## src/hw/rtl/dns_response_answer_parser_core_assert.svh

```systemverilog
// Assertion macros shared by the parser core.
`ifndef DNS_RESPONSE_ANSWER_PARSER_CORE_ASSERT_SVH
`define DNS_RESPONSE_ANSWER_PARSER_CORE_ASSERT_SVH

// Checked only while out of reset
`define DRAP_ASSERT_ON(name, prop, msg) \
    name: assert property (@(posedge aclk) disable iff (!aresetn) prop) else $error(msg);

// Checked at every edge, reset included
`define DRAP_ASSERT_ALWAYS(name, prop, msg) \
    name: assert property (@(posedge aclk) prop) else $error(msg);

`endif

```

## src/hw/rtl/drap_pkg.sv

```systemverilog
package drap_pkg;

    // Message layout
    localparam logic [15:0] HEADER_BYTES    = 16'd12;
    localparam logic [15:0] QTAIL_BYTES     = 16'd4;
    localparam logic [15:0] ANS_FIXED_BYTES = 16'd12;
    localparam logic [15:0] ADDRESS_BYTES   = 16'd16;
    localparam logic [15:0] HDR_ANCOUNT_HI  = 16'd6;
    localparam logic [15:0] HDR_ANCOUNT_LO  = 16'd7;
    localparam logic [15:0] ANS_TYPE_HI     = 16'd2;
    localparam logic [15:0] ANS_TYPE_LO     = 16'd3;
    localparam logic [15:0] ANS_RDLEN_HI    = 16'd10;
    localparam logic [15:0] ANS_RDLEN_LO    = 16'd11;
    localparam logic [15:0] TYPE_AAAA       = 16'd28;

    // Record kinds
    localparam logic KIND_ANSWER  = 1'b0;
    localparam logic KIND_SUMMARY = 1'b1;

    typedef enum logic [3:0] {
        PH_HEADER,
        PH_QLEN,
        PH_QLABEL,
        PH_QTAIL,
        PH_ANSFIX,
        PH_RDATA,
        PH_DONE
    } phase_t;

    typedef struct packed {
        logic [7:0] data_byte;
        logic       end_of_message;
    } in_item_t;

    typedef struct packed {
        logic        record_kind;
        logic [15:0] answer_index;
        logic [15:0] record_type;
        logic [15:0] rdata_length;
        logic        is_ipv6;
        logic [63:0] address_high;
        logic [63:0] address_low;
        logic [15:0] answer_count;
        logic [15:0] answers_parsed;
        logic        parse_complete;
        logic        last_of_run;
    } out_item_t;

    // Records produced by one accepted byte
    typedef struct packed {
        logic      ans_vld;
        logic      sum_vld;
        out_item_t ans;
        out_item_t sum;
    } emit_t;

endpackage

```

## src/hw/rtl/drap_parser.sv

```systemverilog
module drap_parser (
    input  logic             aclk,
    input  logic             aresetn,
    input  logic             in_fire,
    input  drap_pkg::in_item_t in_item,
    output drap_pkg::emit_t  emit
);
    import drap_pkg::*;

    phase_t      phase_reg, phase_next;
    logic [15:0] cnt_reg, cnt_next;
    logic [15:0] anc_reg, anc_next;
    logic [15:0] fin_reg, fin_next;
    logic [15:0] type_reg, type_next;
    logic [15:0] len_reg, len_next;
    logic [1:0][63:0] addr_reg, addr_next;

    logic [7:0]  b;
    logic [15:0] cnt_inc;
    logic [15:0] fin_inc;
    logic [2:0]  lane;
    logic        do_emit;
    logic        v6;

    assign b       = in_item.data_byte;
    assign cnt_inc = cnt_reg + 16'd1;
    assign fin_inc = fin_reg + 16'd1;
    assign lane    = 3'd7 - cnt_reg[2:0];

    // Next state and records for the current byte
    always_comb begin
        phase_next = phase_reg;
        cnt_next   = cnt_reg;
        anc_next   = anc_reg;
        fin_next   = fin_reg;
        type_next  = type_reg;
        len_next   = len_reg;
        addr_next  = addr_reg;
        do_emit    = 1'b0;
        v6         = 1'b0;
        emit       = '0;

        case (phase_reg)
            PH_HEADER: begin
                if (cnt_reg == HDR_ANCOUNT_HI) begin
                    anc_next = {b, 8'h00};
                end else if (cnt_reg == HDR_ANCOUNT_LO) begin
                    anc_next = anc_reg | {8'h00, b};
                end
                if (cnt_inc >= HEADER_BYTES) begin
                    cnt_next   = '0;
                    phase_next = PH_QLEN;
                end else begin
                    cnt_next = cnt_inc;
                end
            end
            PH_QLEN: begin
                if (b == 8'h00) begin
                    cnt_next   = '0;
                    phase_next = PH_QTAIL;
                end else begin
                    cnt_next   = {8'h00, b};
                    phase_next = PH_QLABEL;
                end
            end
            PH_QLABEL: begin
                cnt_next = cnt_reg - 16'd1;
                if (cnt_next == 16'd0) begin
                    phase_next = PH_QLEN;
                end
            end
            PH_QTAIL: begin
                if (cnt_inc >= QTAIL_BYTES) begin
                    cnt_next   = '0;
                    phase_next = (anc_reg != 16'd0) ? PH_ANSFIX : PH_DONE;
                end else begin
                    cnt_next = cnt_inc;
                end
            end
            PH_ANSFIX: begin
                if (cnt_reg == ANS_TYPE_HI) begin
                    type_next = {b, 8'h00};
                end else if (cnt_reg == ANS_TYPE_LO) begin
                    type_next = type_reg | {8'h00, b};
                end else if (cnt_reg == ANS_RDLEN_HI) begin
                    len_next = {b, 8'h00};
                end else if (cnt_reg == ANS_RDLEN_LO) begin
                    len_next = len_reg | {8'h00, b};
                end
                if (cnt_inc >= ANS_FIXED_BYTES) begin
                    cnt_next = '0;
                    if (len_next == 16'd0) begin
                        do_emit = 1'b1;
                    end else begin
                        phase_next = PH_RDATA;
                    end
                end else begin
                    cnt_next = cnt_inc;
                end
            end
            PH_RDATA: begin
                // keep the first 16 address bytes, first byte on top
                if (type_reg == TYPE_AAAA && cnt_reg < ADDRESS_BYTES) begin
                    addr_next[cnt_reg[3]][{lane, 3'b000} +: 8] =
                        addr_reg[cnt_reg[3]][{lane, 3'b000} +: 8] | b;
                end
                cnt_next = cnt_inc;
                if (cnt_inc == len_reg) begin
                    do_emit = 1'b1;
                end
            end
            default: begin
            end
        endcase

        // Answer record
        if (do_emit) begin
            v6                      = (type_next == TYPE_AAAA);
            emit.ans.record_kind    = KIND_ANSWER;
            emit.ans.answer_index   = fin_reg;
            emit.ans.record_type    = type_next;
            emit.ans.rdata_length   = len_next;
            emit.ans.is_ipv6        = v6;
            emit.ans.address_high   = v6 ? addr_next[0] : 64'd0;
            emit.ans.address_low    = v6 ? addr_next[1] : 64'd0;
            emit.ans.last_of_run    = !in_item.end_of_message;
            fin_next   = fin_inc;
            addr_next  = '0;
            cnt_next   = '0;
            phase_next = (fin_inc == anc_next) ? PH_DONE : PH_ANSFIX;
        end

        // Summary record, then back to the start of a message
        if (in_item.end_of_message) begin
            emit.sum.record_kind    = KIND_SUMMARY;
            emit.sum.answer_count   = anc_next;
            emit.sum.answers_parsed = fin_next;
            emit.sum.parse_complete = (phase_next == PH_DONE);
            emit.sum.last_of_run    = 1'b1;
            phase_next = PH_HEADER;
            cnt_next   = '0;
            anc_next   = '0;
            fin_next   = '0;
            type_next  = '0;
            len_next   = '0;
            addr_next  = '0;
        end

        emit.ans_vld = in_fire && do_emit;
        emit.sum_vld = in_fire && in_item.end_of_message;
    end

    // Parser state
    always_ff @(posedge aclk) begin
        if (!aresetn) begin
            phase_reg <= PH_HEADER;
            cnt_reg   <= '0;
            anc_reg   <= '0;
            fin_reg   <= '0;
            type_reg  <= '0;
            len_reg   <= '0;
            addr_reg  <= '0;
        end else if (in_fire) begin
            phase_reg <= phase_next;
            cnt_reg   <= cnt_next;
            anc_reg   <= anc_next;
            fin_reg   <= fin_next;
            type_reg  <= type_next;
            len_reg   <= len_next;
            addr_reg  <= addr_next;
        end
    end

endmodule

```

## src/hw/rtl/drap_result_fifo.sv

```systemverilog
module drap_result_fifo (
    input  logic                aclk,
    input  logic                aresetn,
    input  drap_pkg::emit_t     emit,
    output logic                room,
    output logic                m_valid,
    input  logic                m_ready,
    output drap_pkg::out_item_t m_data
);
    import drap_pkg::*;

    out_item_t   mem [4];
    logic [1:0]  wr_ptr_reg, wr_ptr_next;
    logic [1:0]  rd_ptr_reg, rd_ptr_next;
    logic [2:0]  count_reg, count_next;
    logic [1:0]  sum_addr;
    logic        pop;

    assign pop      = m_valid && m_ready;
    assign sum_addr = emit.ans_vld ? wr_ptr_reg + 2'd1 : wr_ptr_reg;

    // Room for the two records one byte can cause
    assign room    = (count_reg <= 3'd2);
    assign m_valid = (count_reg != 3'd0);
    assign m_data  = mem[rd_ptr_reg];

    // Pointer and fill bookkeeping
    always_comb begin
        wr_ptr_next = wr_ptr_reg + {1'b0, emit.ans_vld} + {1'b0, emit.sum_vld};
        rd_ptr_next = rd_ptr_reg + {1'b0, pop};
        count_next  = count_reg + {2'b00, emit.ans_vld} + {2'b00, emit.sum_vld}
                      - {2'b00, pop};
    end

    always_ff @(posedge aclk) begin
        if (!aresetn) begin
            wr_ptr_reg <= '0;
            rd_ptr_reg <= '0;
            count_reg  <= '0;
        end else begin
            wr_ptr_reg <= wr_ptr_next;
            rd_ptr_reg <= rd_ptr_next;
            count_reg  <= count_next;
        end
    end

    // Record storage
    always_ff @(posedge aclk) begin
        if (emit.ans_vld) begin
            mem[wr_ptr_reg] <= emit.ans;
        end
        if (emit.sum_vld) begin
            mem[sum_addr] <= emit.sum;
        end
    end

endmodule

```

## src/hw/rtl/dns_response_answer_parser_core.sv

```systemverilog
// Channel | Ports                       | Item
// input   | s_valid s_ready s_data      | one message byte, end marker
// output  | m_valid m_ready m_data      | answer record or summary record
//
// Each byte is parsed in the cycle it is accepted; its records are in the
// result queue in the following cycle. One byte per cycle is sustained
// while the queue has room; a byte that completes an answer and ends the
// message queues two records. s_ready drops only when the four-entry result
// queue has fewer than two free slots. Reset (aresetn low, synchronous)
// empties the queue and returns the parser to the header of a new message.
`include "dns_response_answer_parser_core_assert.svh"

module dns_response_answer_parser_core (
    input  logic                aclk,
    input  logic                aresetn,
    input  logic                s_valid,
    output logic                s_ready,
    input  drap_pkg::in_item_t  s_data,
    output logic                m_valid,
    input  logic                m_ready,
    output drap_pkg::out_item_t m_data
);
    import drap_pkg::*;

    emit_t emit;
    logic  in_fire;

    assign in_fire = s_valid && s_ready;

    drap_parser u_parser (
        .aclk    (aclk),
        .aresetn (aresetn),
        .in_fire (in_fire),
        .in_item (s_data),
        .emit    (emit)
    );

    drap_result_fifo u_fifo (
        .aclk    (aclk),
        .aresetn (aresetn),
        .emit    (emit),
        .room    (s_ready),
        .m_valid (m_valid),
        .m_ready (m_ready),
        .m_data  (m_data)
    );

    // Checks
    `DRAP_ASSERT_ON(a_eom_gives_summary, in_fire && s_data.end_of_message |-> emit.sum_vld, "end byte without summary")
    `DRAP_ASSERT_ON(a_emit_needs_accept, emit.ans_vld || emit.sum_vld |-> in_fire, "record without accepted byte")
    `DRAP_ASSERT_ON(a_summary_shows, emit.sum_vld |=> m_valid, "summary not queued")
    `DRAP_ASSERT_ALWAYS(a_reset_empty, !aresetn |=> !m_valid, "queue not empty after reset")

endmodule
```

## config.mk

```make
export PLATFORM = sky130hd
export DESIGN_NAME = dns_response_answer_parser_core
export DESIGN_NICKNAME = d
export VERILOG_FILES = /design/src/hw/rtl/drap_pkg.sv /design/src/hw/rtl/drap_parser.sv /design/src/hw/rtl/drap_result_fifo.sv /design/src/hw/rtl/dns_response_answer_parser_core.sv
export VERILOG_INCLUDE_DIRS = /design/src /design/src/hw/rtl
export SDC_FILE = /design/constraint.sdc
export NUM_CORES = 2
export LEC_CHECK = 0
export BUFFER_PORTS_ARGS = -buffer_cell sky130_fd_sc_hd__clkbuf_2
export CAP_MARGIN = 20
export CORE_MARGIN = 4
export CORE_UTILIZATION = 40
export CTS_CLUSTER_SIZE = 25
export DETAILED_ROUTE_END_ITERATION = 7
export HOLD_SLACK_MARGIN = 0.12
export PLACE_DENSITY_LB_ADDON = 0.05
export REMOVE_ABC_BUFFERS = 1
export SLEW_MARGIN = 20
export SYNTH_ARGS = -nofsm -noshare
export SYNTH_HDL_FRONTEND = slang
export SYNTH_HIERARCHICAL = 1
export SYNTH_SLANG_ARGS = --single-unit
```

## constraint.sdc

```tcl
create_clock -name aclk -period 10.9 [get_ports aclk]
set_clock_uncertainty 0.05 [all_clocks]
set_input_delay 1.09 -clock aclk [delete_from_list [all_inputs] [get_ports aclk]]
set_output_delay 1.09 -clock aclk [all_outputs]
set_load 0.01 [all_outputs]
```

==> results by group <==
Run status
  – Status: completed

Die
  – Die Span Y: 391 µm
  – Full die area: 153000 µm²
  – Num rows: 140
  – Core area: 146000 µm²
  – DIE WIDTH: 391 µm
  – IO Count: 227
  – Initial core utilization: 40.3%

GRT
  – Gr usage total: 22.6%
  – Largest net degree at the start of global routing: 118
  – Grt ovf: 0
  – Vias in the first global route: 37924
  – Global-route wire length before repair: 260000 µm
  – Initial antenna violation count: 6

STA
  – RSZ-0062 raised after global routing: false
  – Period utilisation layout: 65.1%
  – Final Hold Fails: 0
  – TNS Setup: 0 ns
  – Worst rel slew slack: 22.4%
  – Final setup margin: 3.80 ns
  – Shortest period the worst path allows: 7.10 ns
  – Worst Tran Pin Value: 1.16 ns
  – Slew Limit Fails: 0
  – Max frequency: 0.141 GHz
  – # setup viols final: 0

Pwr
  – Total power: 0.0113 W
  – Pwr dens: 176 nW/µm²
  – Peak supply drop: 0.144 mV
  – Pleak: 22.7 nW

Yosys
  – Main synth FF type: edfxtp_1
  – Synthesized area: 58700 µm²
  – Synth top cells by count: edfxtp_1, mux2_1, mux2_2
  – Ys Warns: 6
  – Yosys reg bits: 1067
  – Leading area contributor after synthesis: edfxtp_1
  – Distinct cells, synth: 88
  – Post-Syn Instances: 4483
  – Synth area leaders: edfxtp_1, mux2_1, mux4_2, dfxtp_1, mux2_2
  – Seq/Total Area, Yosys: 50.9%
  – Top-area cell type share of the netlist area: 43.4%
  – Number of flops mapped to enable cells by yosys: 848
  – Mean Syn Cell Area: 13.1 µm²
  – Most frequent cell after synthesis: edfxtp_1
  – Async S/R FF share, synth: 0%

CTS
  – Htree depth: 4
  – Bufs on Longest Clock Path: 3
  – Post_cts resized: 0
  – Reg clk slew, reported paths: 0.06 ns
  – Setup bufs post-CTS: 0
  – Clock Latency Late Sink: 0.77 ns
  – Clock sink count: 1067
  – CTS buffer count: 133
  – Clock Root Buffer: clkbuf_16
  – Cts hold-fix bufs: 0
  – CTS tree: built

Cells and area
  – Share of cells above drive strength 1: 23.7%
  – Area of the multi-input gates: 26100 µm²
  – Max FFs per register: 848
  – Nets@finish: 4561
  – Area growth syn-to-layout: 9.81%
  – Fillcell total: 13500
  – Reg area: 29900 µm²

Routing
  – Routed WL per cell: 26.9 µm
  – Via count: 38066
  – Antenna Nets Post-Route: 0
  – Initial DRC count: 2900
  – DRC: 0
  – Vias per inst: 5.81
  – Pre-antenna DRT Iters: 6
  – Routed Wire Length: 176000 µm

Placed design
  – Pre-CTS setup slack: 3.74 ns
  – GP Congestion: 0.858
  – PortBufs: 226
  – DP HPWL: 106000 µm

Worst setup path
  – Delay-heaviest family, CP: buffers and inverters
  – CP max FO: 52
  – Worst Setup Path Type: reg2reg
  – CP required: 11.35 ns
  – Critical-path top delay cell: ha_1
  – Critical Path AT: 7.55 ns
  – Worst path cell trace: ha_1 -> ha_1 -> xor2_1 -> nor4_1 -> o2111ai_1 -> a211oi_1 -> nand4_1 -> o41a_2 -> nor2_1 -> nand2_2 -> o32ai_4 -> buf_4 -> buf_4 -> mux2_2
  – Startpoint Class: flop
  – Max incr delay on CP: 0.87 ns
  – Crit end category: flop
  – Buffers plus inverters on the worst setup path: 2

Min path
  – HP Class: reg2reg

Flow run
  – Max Cap Violations: 0
-- power by group --
group / switching (W) / internal [W] / total, W
clock: 0.00177 / 0.00247 / 0.00423
combinational: 0.00144 / 0.000991 / 0.00243
sequential: 0.0000747 / 0.00460 / 0.00467
-- final cells by class --
cell class                 instances  share of cell area [%]
antenna                            7                  0.0272
clock buffer                     181                    5.69
clock inverter                    54                   0.684
inverter                          38                   0.229
multi-input combinational       2993                    40.5
sequential                      1067                    46.3
tap                             1917                    3.72
timing repair buffer             296                    2.83
-- routing by layer --
layer | vias to the layer above | global-route usage (%) | part of all wire, % | routed length, µm
li1 | 17231 | - | - | -
met1 | 19583 | 32.2 | 46 | 81200
met2 | 1023 | 35.9 | 47 | 82100
met3 | 227 | 3.80 | 4.9 | 8620
met4 | 2 | 6.24 | 2.3 | 4110
met5 | - | 0 | 0.0011 | 2
-- final timing paths --
kind / startpoint / slack (ns) / depth (start not counted) / end
worst max-delay path: u_parser/cnt_reg[1] / 3.80 / 14 / u_fifo/mem[2][113]
worst min-delay path: u_parser/addr_reg[120] / 0.44 / 2 / u_parser/addr_reg[120]
worst max register to register: u_parser/cnt_reg[1] / 3.80 / 14 / u_fifo/mem[2][113]
worst min register to register: u_parser/addr_reg[120] / 0.44 / 2 / u_parser/addr_reg[120]
-- cells in the final DEF, fill, tap and decap left out, types with 24 or more instances in the layout --
| cell type | Yosys | routed |
|---|---|---|
| clkbuf_1 | 184 | 38 |
| nor4_1 | 37 | 36 |
| xnor2_1 | 30 | 30 |
| and3_1 | 24 | 24 |
| a22oi_1 | 35 | 35 |
| mux2i_1 | 89 | 89 |
| clkbuf_16 | 0 | 138 |
| nand4_1 | 97 | 97 |
| a32oi_1 | 95 | 95 |
| or3_1 | 46 | 46 |
| mux2_2 | 349 | 349 |
| conb_1 | 1 | 211 |
| mux2_1 | 502 | 502 |
| mux4_2 | 228 | 228 |
| buf_4 | 270 | 56 |
| dfxtp_1 | 219 | 215 |
| a21oi_1 | 251 | 251 |
| nand2_1 | 203 | 201 |
| clkbuf_2 | 0 | 226 |
| inv_1 | 32 | 31 |
| edfxtp_1 | 848 | 848 |
| clkinv_1 | 4 | 29 |
| a22o_1 | 30 | 30 |
| nand3_1 | 112 | 111 |
| nor2_1 | 228 | 223 |
| nor3_1 | 35 | 35 |
| o21ai_0 | 65 | 64 |
| and2_1 | 40 | 39 |
-- through the flow --
step                      hold WS (ns)  std cells  cell area (µm²)  utilization (%)
after floorplan                  0.389       4098            56000                -
after global placement           0.423       6311            60300             41.4
after detailed placement         0.427       6311            60300             41.4
after CTS                        0.434       6546            64400             44.2
after global routing             0.456       6549            64400             44.2
final                            0.436       6553            64400             44.2
-- tightest hold or removal path, cell delays in order, from the launching register on --
cell and delay [ns]:
dfxtp_1 0.32, nand2_1 0.06, a21oi_1 0.05
-- logic make-up after synthesis --
| kind of cell | Yosys count | share of synthesized area (%) |
|---|---|---|
| and+or+nand+nor | 911 | 7.80 |
| adders and majority gates | 19 | 0.443 |
| other | 1 | 0.00639 |
| muxes | 1168 | 26.6 |
| DFF | 1067 | 50.9 |
| buffers and inverters | 633 | 6.21 |
| xor gates and xnor gates | 44 | 0.657 |
| AOI/OAI and AO/OA | 640 | 7.42 |
(Power assumes the default switching activity.)
